[config.mk]
export PLATFORM = sky130hd
export DESIGN_NAME = servo_frame_fletcher_packer
export DESIGN_NICKNAME = d
export VERILOG_FILES = /design/src/hdl/sffp_pkg.sv /design/src/hdl/sffp_fletcher.sv /design/src/hdl/servo_frame_fletcher_packer.sv
export SDC_FILE = /design/constraint.sdc
export NUM_CORES = 1
export LEC_CHECK = 0
export ABC_CLOCK_PERIOD_IN_PS = 5900
export BUFFER_PORTS_ARGS = -buffer_cell sky130_fd_sc_hd__buf_2
export CAP_MARGIN = 40
export CORE_ASPECT_RATIO = 2
export CORE_MARGIN = 4
export CORE_UTILIZATION = 58
export CTS_CLUSTER_DIAMETER = 80
export DETAILED_ROUTE_END_ITERATION = 7
export GPL_TIMING_DRIVEN = 0
export PLACE_DENSITY_LB_ADDON = 0.15
export SLEW_MARGIN = 10
export SYNTH_ARGS = -nofsm -noshare
export SYNTH_HDL_FRONTEND = slang
export SYNTH_SLANG_ARGS = --single-unit
[constraint.sdc]
create_clock -name aclk -period 5.9 [get_ports aclk]
set_clock_uncertainty 0.1 [all_clocks]
set_input_delay 0 -clock aclk [delete_from_list [all_inputs] [get_ports aclk]]
set_output_delay 0 -clock aclk [all_outputs]
set_load 0.02 [all_outputs]
[src/hdl/sffp_pkg.sv]
// sffp_pkg: types and constants for the servo frame packer
// no dependencies; used by sffp_fletcher, servo_frame_fletcher_packer and tb_top

package sffp_pkg;

    localparam int unsigned SERVO_W     = 16;
    localparam int unsigned BYTE_W      = 8;
    localparam int unsigned FRAME_SLOTS = 8;
    localparam int unsigned PAY_BYTES   = 2 * FRAME_SLOTS;
    localparam int unsigned FRAME_LEN   = PAY_BYTES + 4;
    localparam int unsigned IDX_W       = $clog2(FRAME_LEN);
    localparam int unsigned PAY_W       = $clog2(PAY_BYTES);

    localparam logic [BYTE_W-1:0] SYNC_FIRST  = 8'hFF;
    localparam logic [BYTE_W-1:0] SYNC_SECOND = 8'hEE;

    // byte positions within the frame
    localparam logic [IDX_W-1:0] IDX_SYNC_FIRST  = IDX_W'(0);
    localparam logic [IDX_W-1:0] IDX_SYNC_SECOND = IDX_W'(1);
    localparam logic [IDX_W-1:0] IDX_PAY_FIRST   = IDX_W'(2);
    localparam logic [IDX_W-1:0] IDX_PAY_LAST    = IDX_W'(PAY_BYTES + 1);
    localparam logic [IDX_W-1:0] IDX_SUM_A       = IDX_W'(PAY_BYTES + 2);
    localparam logic [IDX_W-1:0] IDX_SUM_B       = IDX_W'(PAY_BYTES + 3);

    typedef struct packed {
        logic [SERVO_W-1:0] servo_1;
        logic [SERVO_W-1:0] servo_2;
        logic [SERVO_W-1:0] servo_3;
        logic [SERVO_W-1:0] servo_4;
        logic [SERVO_W-1:0] servo_5;
        logic [SERVO_W-1:0] servo_6;
        logic [SERVO_W-1:0] servo_7;
        logic [SERVO_W-1:0] servo_8;
    } servo_set_t;

    typedef struct packed {
        logic [BYTE_W-1:0] frame_byte;
        logic              last_byte;
    } frame_out_t;

    // control from the sequencer to the checksum unit
    typedef struct packed {
        logic clear;
        logic accum;
    } sum_ctrl_t;

    typedef enum logic [1:0] {
        ST_IDLE = 2'b01,
        ST_SEND = 2'b10
    } state_t;

endpackage

[src/hdl/sffp_fletcher.sv]
// sffp_fletcher: shared modulo-256 fletcher accumulator, one byte per cycle while ctrl.accum is set
// depends on sffp_pkg

module sffp_fletcher (
    input  logic                      aclk,
    input  logic                      aresetn,
    input  sffp_pkg::sum_ctrl_t       ctrl,
    input  logic [sffp_pkg::BYTE_W-1:0] data_byte,
    output logic [sffp_pkg::BYTE_W-1:0] sum_a,
    output logic [sffp_pkg::BYTE_W-1:0] sum_b
);
    import sffp_pkg::*;

    logic [BYTE_W-1:0] sum_a_reg, sum_a_next;
    logic [BYTE_W-1:0] sum_b_reg, sum_b_next;

    always_comb begin
        sum_a_next = sum_a_reg;
        sum_b_next = sum_b_reg;
        if (ctrl.clear) begin
            sum_a_next = '0;
            sum_b_next = '0;
        end else if (ctrl.accum) begin
            sum_a_next = sum_a_reg + data_byte;
            sum_b_next = sum_b_reg + sum_a_next;
        end
    end

    always_ff @(posedge aclk) begin
        if (!aresetn) begin
            sum_a_reg <= '0;
            sum_b_reg <= '0;
        end else begin
            sum_a_reg <= sum_a_next;
            sum_b_reg <= sum_b_next;
        end
    end

    assign sum_a = sum_a_reg;
    assign sum_b = sum_b_reg;

endmodule

[src/hdl/servo_frame_fletcher_packer.sv]
// servo_frame_fletcher_packer: top level, byte sequencer and frame store
// depends on sffp_pkg and sffp_fletcher
//
// usage:
//   s_valid/s_ready/s_data carry one request: a set of eight 16-bit servo
//   pulse widths. m_valid/m_ready/m_data return the frame one byte per
//   transfer: 0xFF, 0xEE, sixteen payload bytes (each servo high byte then
//   low byte), fletcher sum A, fletcher sum B. last_byte marks sum B.
//   frames are not overlapped; the single byte
//   sequencer steps through the 20 frame positions one per cycle unless
//   stalled, the shared checksum adder takes one payload byte per step;
//   a new request is taken in the idle cycle after the final byte is loaded.
//   s_ready is low while a frame is being sent.
//   a taken request enters the send state, which then loads the first byte.
//   a stalled receiver (m_ready low) freezes the sequencer; the byte in the
//   output register holds until taken. the next request may be taken while
//   the final byte still waits in the output register.
//   reset (aresetn low, synchronous) empties the output register and returns
//   to idle. payload slots not refreshed by SERVO_COUNT keep earlier bytes.

module servo_frame_fletcher_packer #(
    parameter int unsigned SERVO_COUNT = 8
) (
    input  logic                   aclk,
    input  logic                   aresetn,
    input  logic                   s_valid,
    output logic                   s_ready,
    input  sffp_pkg::servo_set_t   s_data,
    output logic                   m_valid,
    input  logic                   m_ready,
    output sffp_pkg::frame_out_t   m_data
);
    import sffp_pkg::*;

    localparam int unsigned WRITE_SLOTS =
        (SERVO_COUNT > FRAME_SLOTS) ? FRAME_SLOTS : SERVO_COUNT;

    state_t             state_reg, state_next;
    logic [IDX_W-1:0]   idx_reg, idx_next;
    logic               m_valid_reg, m_valid_next;
    frame_out_t         m_data_reg, m_data_next;
    logic [BYTE_W-1:0]  pay_mem [PAY_BYTES];
    logic [BYTE_W-1:0]  pay_rd_reg;
    logic [SERVO_W-1:0] servo_in [FRAME_SLOTS];
    logic [PAY_W-1:0]   pay_rd_addr;
    logic [BYTE_W-1:0]  sel_byte;
    logic [BYTE_W-1:0]  sum_a, sum_b;
    logic               accept_in, load_out, in_payload;
    sum_ctrl_t          sum_ctrl;

    assign accept_in = s_valid && s_ready;
    assign load_out  = (state_reg == ST_SEND) && (!m_valid_reg || m_ready);
    assign in_payload = (idx_reg >= IDX_PAY_FIRST) && (idx_reg <= IDX_PAY_LAST);
    // read one step ahead so the byte is ready when the sequencer gets there
    assign pay_rd_addr = PAY_W'(idx_next - IDX_PAY_FIRST);

    assign servo_in[0] = s_data.servo_1;
    assign servo_in[1] = s_data.servo_2;
    assign servo_in[2] = s_data.servo_3;
    assign servo_in[3] = s_data.servo_4;
    assign servo_in[4] = s_data.servo_5;
    assign servo_in[5] = s_data.servo_6;
    assign servo_in[6] = s_data.servo_7;
    assign servo_in[7] = s_data.servo_8;

    // payload store, only the refreshed servo slots are written
    always_ff @(posedge aclk) begin
        if (accept_in) begin
            for (int k = 0; k < WRITE_SLOTS; k++) begin
                pay_mem[PAY_W'(2*k)]   <= servo_in[k][SERVO_W-1:BYTE_W];
                pay_mem[PAY_W'(2*k+1)] <= servo_in[k][BYTE_W-1:0];
            end
        end
        pay_rd_reg <= pay_mem[pay_rd_addr];
    end

    always_comb begin
        case (idx_reg)
            IDX_SYNC_FIRST:  sel_byte = SYNC_FIRST;
            IDX_SYNC_SECOND: sel_byte = SYNC_SECOND;
            IDX_SUM_A:       sel_byte = sum_a;
            IDX_SUM_B:       sel_byte = sum_b;
            default:         sel_byte = pay_rd_reg;
        endcase
    end

    assign sum_ctrl.clear = accept_in;
    assign sum_ctrl.accum = load_out && in_payload;

    sffp_fletcher u_fletcher (
        .aclk      (aclk),
        .aresetn   (aresetn),
        .ctrl      (sum_ctrl),
        .data_byte (sel_byte),
        .sum_a     (sum_a),
        .sum_b     (sum_b)
    );

    always_comb begin
        state_next   = state_reg;
        idx_next     = idx_reg;
        m_valid_next = m_valid_reg;
        m_data_next  = m_data_reg;
        if (m_valid_reg && m_ready) begin
            m_valid_next = 1'b0;
        end
        case (state_reg)
            ST_IDLE: begin
                if (accept_in) begin
                    state_next = ST_SEND;
                    idx_next   = IDX_SYNC_FIRST;
                end
            end
            ST_SEND: begin
                if (load_out) begin
                    m_valid_next           = 1'b1;
                    m_data_next.frame_byte = sel_byte;
                    m_data_next.last_byte  = (idx_reg == IDX_SUM_B);
                    if (idx_reg == IDX_SUM_B) begin
                        state_next = ST_IDLE;
                    end else begin
                        idx_next = idx_reg + IDX_W'(1);
                    end
                end
            end
            default: begin
                state_next = ST_IDLE;
            end
        endcase
    end

    always_ff @(posedge aclk) begin
        if (!aresetn) begin
            state_reg   <= ST_IDLE;
            idx_reg     <= IDX_SYNC_FIRST;
            m_valid_reg <= 1'b0;
        end else begin
            state_reg   <= state_next;
            idx_reg     <= idx_next;
            m_valid_reg <= m_valid_next;
        end
    end

    always_ff @(posedge aclk) begin
        m_data_reg <= m_data_next;
    end

    assign s_ready = (state_reg == ST_IDLE);
    assign m_valid = m_valid_reg;
    assign m_data  = m_data_reg;

`ifndef SYNTHESIS
    a_start_frame : assert property (@(posedge aclk) disable iff (!aresetn)
        accept_in |=> (state_reg == ST_SEND) && (idx_reg == IDX_SYNC_FIRST))
        else $error("frame did not start at the first sync byte");

    a_idx_range : assert property (@(posedge aclk) disable iff (!aresetn)
        (state_reg == ST_SEND) |-> (idx_reg <= IDX_SUM_B))
        else $error("byte index past end of frame");

    a_sync_out : assert property (@(posedge aclk) disable iff (!aresetn)
        load_out && (idx_reg == IDX_SYNC_FIRST) |=>
            m_valid && (m_data.frame_byte == SYNC_FIRST) && !m_data.last_byte)
        else $error("first frame byte is not the sync byte");

    a_last_out : assert property (@(posedge aclk) disable iff (!aresetn)
        load_out && (idx_reg == IDX_SUM_B) |=>
            m_valid && m_data.last_byte && (m_data.frame_byte == $past(sum_b)))
        else $error("final byte is not flagged checksum b");
`endif

endmodule

==> results of run 1 <==
logic make-up (layout without fill, tap and decap cells):
group / count (synthesis) / count (layout)
and+or+nand+nor: 271 / 271
AOI/OAI and AO/OA: 186 / 186
DFF: 169 / 169
muxes: 101 / 101
buffers and inverters: 100 / 404
adders and majority gates: 24 / 24
xor gates and xnor gates: 13 / 13
final timing paths:
kind                                  start                          endpoint  cells after the start
setup / recovery      idx_reg[0]$_SDFF_PN0_  u_fletcher.sum_b[7]$_SDFFE_PP0P_                     22
hold / removal                      m_ready                m_valid$_SDFF_PN0_                      4
setup reg to reg      idx_reg[0]$_SDFF_PN0_  u_fletcher.sum_b[7]$_SDFFE_PP0P_                     22
hold reg to reg   state_reg[1]$_SDFFE_PN0P_         state_reg[1]$_SDFFE_PN0P_                      2
layout make-up:
class	count	area, um2
buffer	84	372.9
clock buffer	23	488.0
clock inverter	9	113.9
fill	1050	3563
inverter	15	58.81
multi-input combinational	595	4217
sequential	169	4755
tap	201	251.5
timing repair buffer	273	2039
critical path: cells and delay by family, from the launching register on:
kind / cells / cell delay [ns]
AO/OA/AOI/OAI: 8 / 1.63
flip-flops: 1 / 0.59
adder cells (fa/ha/maj): 4 / 1.16
XOR/XNOR: 2 / 0.30
buffers and inverters: 4 / 0.97
AND/OR/NAND/NOR: 4 / 0.68
report_power, final:
group / switching (mW) / internal [mW]
registers: 0.0584 / 1.40
clock network: 0.475 / 0.671
logic: 0.309 / 0.218
synth_stat cells (all sizes together), types with 2 or more instances:
library cell / count / area [um2]
dfxtp: 32 / 640.6
fa: 2 / 40.04
nand2: 111 / 419.2
a311o: 32 / 320.3
a31oi: 34 / 212.7
ha: 22 / 275.3
mux2: 8 / 90.09
o311a: 32 / 320.3
o21bai: 2 / 15.01
xnor2: 11 / 103.9
o21ai: 8 / 43.79
mux2i: 93 / 930.9
nand4: 33 / 206.5
and2: 4 / 25.02
a211oi: 5 / 37.54
a22oi: 6 / 45.04
buf: 29 / 163.9
o41ai: 2 / 17.52
inv: 15 / 58.81
nor2: 31 / 116.4
clkbuf: 56 / 210.2
xor2: 2 / 17.52
nand3: 43 / 215.2
o211ai: 33 / 247.7
nor3: 35 / 186.4
a21oi: 17 / 88.84
nand2b: 3 / 18.77
nor2b: 5 / 31.28
edfxtp: 137 / 4114
a32oi: 2 / 17.52
a21o: 5 / 37.54
timing repair:
action                     4_1_cts  5_1_grt
hold endpoints to repair       136        0
buffers inserted                 0        0
setup endpoints to repair        1        3
resized for setup                2        1
hold buffers                   130        0
metal layers:
layer,up-vias,track usage (%),wire (um)
met5,-,0,0
met4,0,22.40,2318
met3,165,5.733,2313
met2,600,60.74,16500
met1,4060,34.30,9833
li1,3927,-,-
==> run_results.csv, run 1 <==
group,metric,value,unit
critical_path,path_class,"flop to flop",
logic_synthesis,synth_compound_area_share,15.64,%
final_layout,final_common_cell,"buf_2",
timing,setup_ws,0.3663,ns
place,place_hpwl,20190,um
logic_synthesis,synth_nets,1020,
final_layout,drive_above_1_share,18.58,%
drt,ant_nets,0,
logic_synthesis,ys_async_sr_fraction,0,%
global_route,antenna_found_initial,0,
drt,first_pass_iters,7,
cts,clk_latency,0.44,ns
critical_path,startpoint_type,"flop",
logic_synthesis,ys.warnings.count,0,
critical_path,critPathMaxStageDelay,0.59,ns
logic_synthesis,synth_area,9399,um2
logic_synthesis,avgSynthCellArea,10.88,um2
drt,wl_per_cell,22.62,um
logic_synthesis,synth_top_family_by_area,"compound AO/OA/AOI/OAI gates",
critical_path,arrival,5.77,ns
die,io_pins,143,
critical_path,path_cells,"inv_2 -> clkbuf_2 -> clkbuf_2 -> ha_1 -> nor4bb_1 -> buf_2 -> nor2_2 -> nand2_1 -> nor2_1 -> a31oi_1 -> ha_1 -> fa_1 -> a21o_1 -> a21oi_1 -> o21bai_1 -> a21oi_1 -> xnor2_1 -> ha_1 -> o41ai_1 -> xnor2_1 -> a211oi_1 -> a31o_2",
cts,htree_levels,4,
cts,cts_buffers,17,
final_layout,most-common-layout-cells,"156 x buf_2, 137 x edfxtp_1, 130 x dlygate4sd3_1, 110 x nand2_1, 93 x mux2i_1",
place,placed_area,10390,um2
die,die_w,98.02,um
logic_synthesis,yosys.area_share.simple,13.66,%
power,p_leak,4.789,nW
logic_synthesis,ys.flop_type,"edfxtp_1",
logic_synthesis,netlist_instances,864,
critical_path,rrSetupSlack,0.37,ns
die,placementRows,65,
global_route,grt_pass1_wl,48000,um
die,initial_core_util,59.27,%
timing,holdWs,0.07136,ns
cts,cts_max_path_buffers,2,
cts,cts.sinks,169,
drt,routed_via_density,6.393,
status,outcome,"completed",
place,place_inst,1208,
final_layout,diodes,0,
global_route,overflow,0,
logic_synthesis,synth_fa_ha_area_share,3.355,%
final_layout,nets,1311,
power,power_density,254.7,nW/um2
timing,fmax,180.7,MHz
timing,period_needed,5.534,ns
critical_path,crit_path_top_delay_cell,"dfxtp_1",
place,gp_congestion,0.9583,
cts,clk_pin_slew,0.06,ns
timing,final_hold_viol_count,0,
global_route,grt_usage,33.45,%
timing,maxSlewHeadroom,41.84,%
timing,tightest_slew,0.8724,ns
timing,post-route-period-util,93.79,%
place,pre_cts_slack,-0.2035,ns
timing,rsz0062_at_grt,"false",
logic_synthesis,ys_ff_latch,169,
final_layout,syn_to_final_growth,30.82,%
critical_path,path_max_fanout,14,
critical_path,required,6.13,ns
power,total_power,3.131,mW
timing,finalSetupTns,0,ns
logic_synthesis,synth.distinct_cells,55,
logic_synthesis,synthMuxAreaShare,10.86,%
die,die_y,188.0,um
critical_path,crit_top_cell,"ha_1",
final_layout,stdcell_count,1369,
die,core,15860,um2
timing,finalSetupViolCount,0,
place,portBuffers,142,
global_route,grt_max_degree,72,
drt,vias,8752,
logic_synthesis,synth_edf_count,137,
critical_path,end_kind,"flop",
power,ir_drop,0.2651,mV
cts,cts_tree,"done",
drt,drc,0,
min_path,hp-class,"primary input to flop",
drt,drt_iter0_drc,888,
final_layout,fin_util,77.53,%
logic_synthesis,yosysSeqAreaShare,50.59,%
global_route,grt_pass1_vias,9057,
logic_synthesis,synth_xor_xnor_area_share,1.291,%
final_layout,fin_area,12300,um2
die,die_area,18430,um2
timing,slew_viol_final,0,
cts,cts-root-buf,"clkbuf_16",
run,max-cap-violations,0,
final_layout,largest_register_ffs,128,
drt,wl,30960,um
Power figures use the tool's default switching activity.
==> inputs of run 2 (changes only) <==
--- a/config.mk
+++ b/config.mk
@@ -8,7 +8,7 @@
 export ABC_CLOCK_PERIOD_IN_PS = 5900
 export BUFFER_PORTS_ARGS = -buffer_cell sky130_fd_sc_hd__buf_2
 export CAP_MARGIN = 40
-export CORE_ASPECT_RATIO = 2
+export CORE_ASPECT_RATIO = 0.7
 export CORE_MARGIN = 4
 export CORE_UTILIZATION = 58
 export CTS_CLUSTER_DIAMETER = 80
==> run 2 against run 1 <==
Global-route usage decreased by 0.23 points. Register-to-register slack worse by 0.02 ns. Combinational power grew 0.8%. Largest cell class unchanged.
==> run_results.csv, run 2 (synthesis gave the netlist of run 1 again) <==
group,metric,value,unit
die,die_area,18340,um2
final_layout,final_common_cell,"buf_2",
timing,slew_viol_final,0,
critical_path,arrival,5.80,ns
min_path,worstHoldEndpoint,"m_valid$_SDFF_PN0_",
timing,maxSlewHeadroom,52.94,%
drt,first_pass_iters,8,
timing,final_hold_viol_count,0,
global_route,grt_pass1_wl,47280,um
timing,tightest_slew,0.7058,ns
final_layout,largest_register_ffs,128,
power,p_leak,4.772,nW
run,max-cap-violations,0,
place,portBuffers,142,
min_path,min-delay-start,"m_ready",
final_layout,nets,1313,
global_route,grt_max_degree,48,
critical_path,path_class,"flop to flop",
final_layout,stdcell_count,1371,
drt,drt_iter0_drc,1278,
critical_path,end_kind,"flop",
drt,wl,30910,um
die,core,15690,um2
cts,clk_latency,0.45,ns
place,place_inst,1208,
cts,cts.sinks,169,
status,outcome,"completed",
global_route,grt_pass1_vias,8414,
critical_path,path_cells,"inv_2 -> clkbuf_2 -> clkbuf_2 -> ha_1 -> nor4bb_1 -> buf_2 -> nor2_1 -> nand2_1 -> nor2_1 -> a31oi_1 -> ha_1 -> fa_1 -> a21o_1 -> a21oi_1 -> o21bai_1 -> a21oi_1 -> xnor2_1 -> ha_1 -> o41ai_1 -> xnor2_1 -> a211oi_1 -> a31o_2",
timing,rsz0062_at_grt,"false",
power,power_density,248.7,nW/um2
die,die_y,114.5,um
critical_path,rrSetupSlack,0.34,ns
global_route,grt_usage,33.22,%
critical_path,timing.rr.end,"u_fletcher.sum_b[7]$_SDFFE_PP0P_",
global_route,antenna_found_initial,1,
power,total_power,3.048,mW
timing,period_needed,5.557,ns
drt,ant_nets,0,
final_layout,syn_to_final_growth,30.43,%
final_layout,most-common-layout-cells,"156 x buf_2, 137 x edfxtp_1, 131 x dlygate4sd3_1, 110 x nand2_1, 93 x mux2i_1",
place,placed_area,10400,um2
drt,drc,0,
critical_path,critPathMaxStageDelay,0.54,ns
cts,cts_setup_buffers,0,
cts,clk_pin_slew,0.07,ns
die,die_w,160.2,um
timing,finalSetupViolCount,0,
critical_path,r2r-start,"idx_reg[0]$_SDFF_PN0_",
die,io_pins,143,
power,ir_drop,0.1494,mV
global_route,overflow,0,
die,placementRows,38,
cts,cts_buffers,17,
die,initial_core_util,59.90,%
critical_path,cp_top_family,"compound AO/OA/AOI/OAI gates",
critical_path,critPathBufInv,4,
place,place_hpwl,19320,um
critical_path,path_max_fanout,14,
cts,htree_levels,4,
final_layout,fin_area,12260,um2
critical_path,required,6.14,ns
drt,vias,8795,
timing,fmax,180.0,MHz
critical_path,reg2reg_depth,22,
min_path,whs_path_depth,4,
critical_path,startpoint_type,"flop",
cts,cts-root-buf,"clkbuf_16",
cts,cts_max_path_buffers,2,
cts,cts_tree,"done",
final_layout,drive_above_1_share,18.55,%
timing,post-route-period-util,94.19,%
place,gp_congestion,0.9560,
drt,routed_via_density,6.415,
critical_path,crit_path_top_delay_cell,"dfxtp_1",
min_path,hp-class,"primary input to flop",
drt,wl_per_cell,22.55,um
critical_path,crit_top_cell,"ha_1",
final_layout,filler_cell_count,987,
run 2: cell count changes in the layout (fill, tap and decap cells not counted), moves of 2 or more:
cell / before / now
inv_6: 2 / 5
clkbuf_8: 4 / 0
buf_12: 0 / 2
bufinv_16: 2 / 0
inv_8: 0 / 2
run 2: worst max-delay path by stage:
stage,from,endpoint,cells after the start
CTS,idx_reg[0]$_SDFF_PN0_,u_fletcher.sum_b[7]$_SDFFE_PP0P_,22
global placement,state_reg[1]$_SDFFE_PN0P_,u_fletcher.sum_a[6]$_SDFFE_PP0P_,7
global route,idx_reg[0]$_SDFF_PN0_,u_fletcher.sum_b[7]$_SDFFE_PP0P_,22
floorplan,idx_reg[0]$_SDFF_PN0_,u_fletcher.sum_b[7]$_SDFFE_PP0P_,22
detailed placement,idx_reg[0]$_SDFF_PN0_,u_fletcher.sum_b[7]$_SDFFE_PP0P_,22
finish,idx_reg[0]$_SDFF_PN0_,u_fletcher.sum_b[7]$_SDFFE_PP0P_,22
run 2: layout make-up:
| cell class | count | area, um2 | share of cell area (%) |
|---|---|---|---|
| clock inverter | 13 | 111.4 | 0.9083 |
| sequential | 169 | 4755 | 38.78 |
| timing repair buffer | 275 | 2062 | 16.82 |
| antenna | 1 | 2.502 | 0.02041 |
| buffer | 84 | 372.9 | 3.041 |
| inverter | 15 | 58.81 | 0.4797 |
| clock buffer | 19 | 432.9 | 3.531 |
| tap | 200 | 250.2 | 2.041 |
| multi-input combinational | 595 | 4214 | 34.37 |
run 2: routing by layer:
| metal | track usage, % | vias to the layer above | wire (um) |
|---|---|---|---|
| met1 | 47.15 | 4120 | 13080 |
| met2 | 51.37 | 650 | 13490 |
| met3 | 7.377 | 80 | 3462 |
| li1 | - | 3945 | - |
| met5 | 0 | - | 0 |
| met4 | 10.60 | 0 | 882 |
run 2: timing repair:
| action | CTS | global route |
|---|---|---|
| hold endpoints to repair | 136 | 0 |
| gates resized for setup | 1 | 2 |
| endpoints found under the setup margin | 1 | 1 |
| hold buffers | 131 | 0 |
run 2: metrics by stage:
stage / setup WS [ns] / util (%) / setup TNS, ns / hold slack [ns]
final: 0.3430 / 78.13 / 0 / 0.06715
after global routing: 0.05801 / 78.13 / 0 / 0.09940
after CTS: 0.09993 / 78.13 / 0 / 0.05110
after detailed placement: -0.04980 / 66.30 / -0.04980 / 0.07809
after global placement: -0.2402 / 66.03 / -2.294 / 0.07605
after floorplan: 1.050 / - / 0 / -0.001131
run 2: worst reg2reg max path, delay by kind of cell, from the launching register on:
| family | cells | cell delay [ns] |
|---|---|---|
| compound gates | 8 | 1.58 |
| simple gates | 4 | 0.86 |
| flops | 1 | 0.54 |
| buf+inv | 4 | 0.95 |
| xor+xnor | 2 | 0.28 |
| fa+ha+maj | 4 | 1.14 |
run 2: power breakdown:
| group | internal, mW | switching [mW] |
|---|---|---|
| combinational | 0.221 | 0.310 |
| clock | 0.550 | 0.509 |
| sequential | 1.40 | 0.0593 |
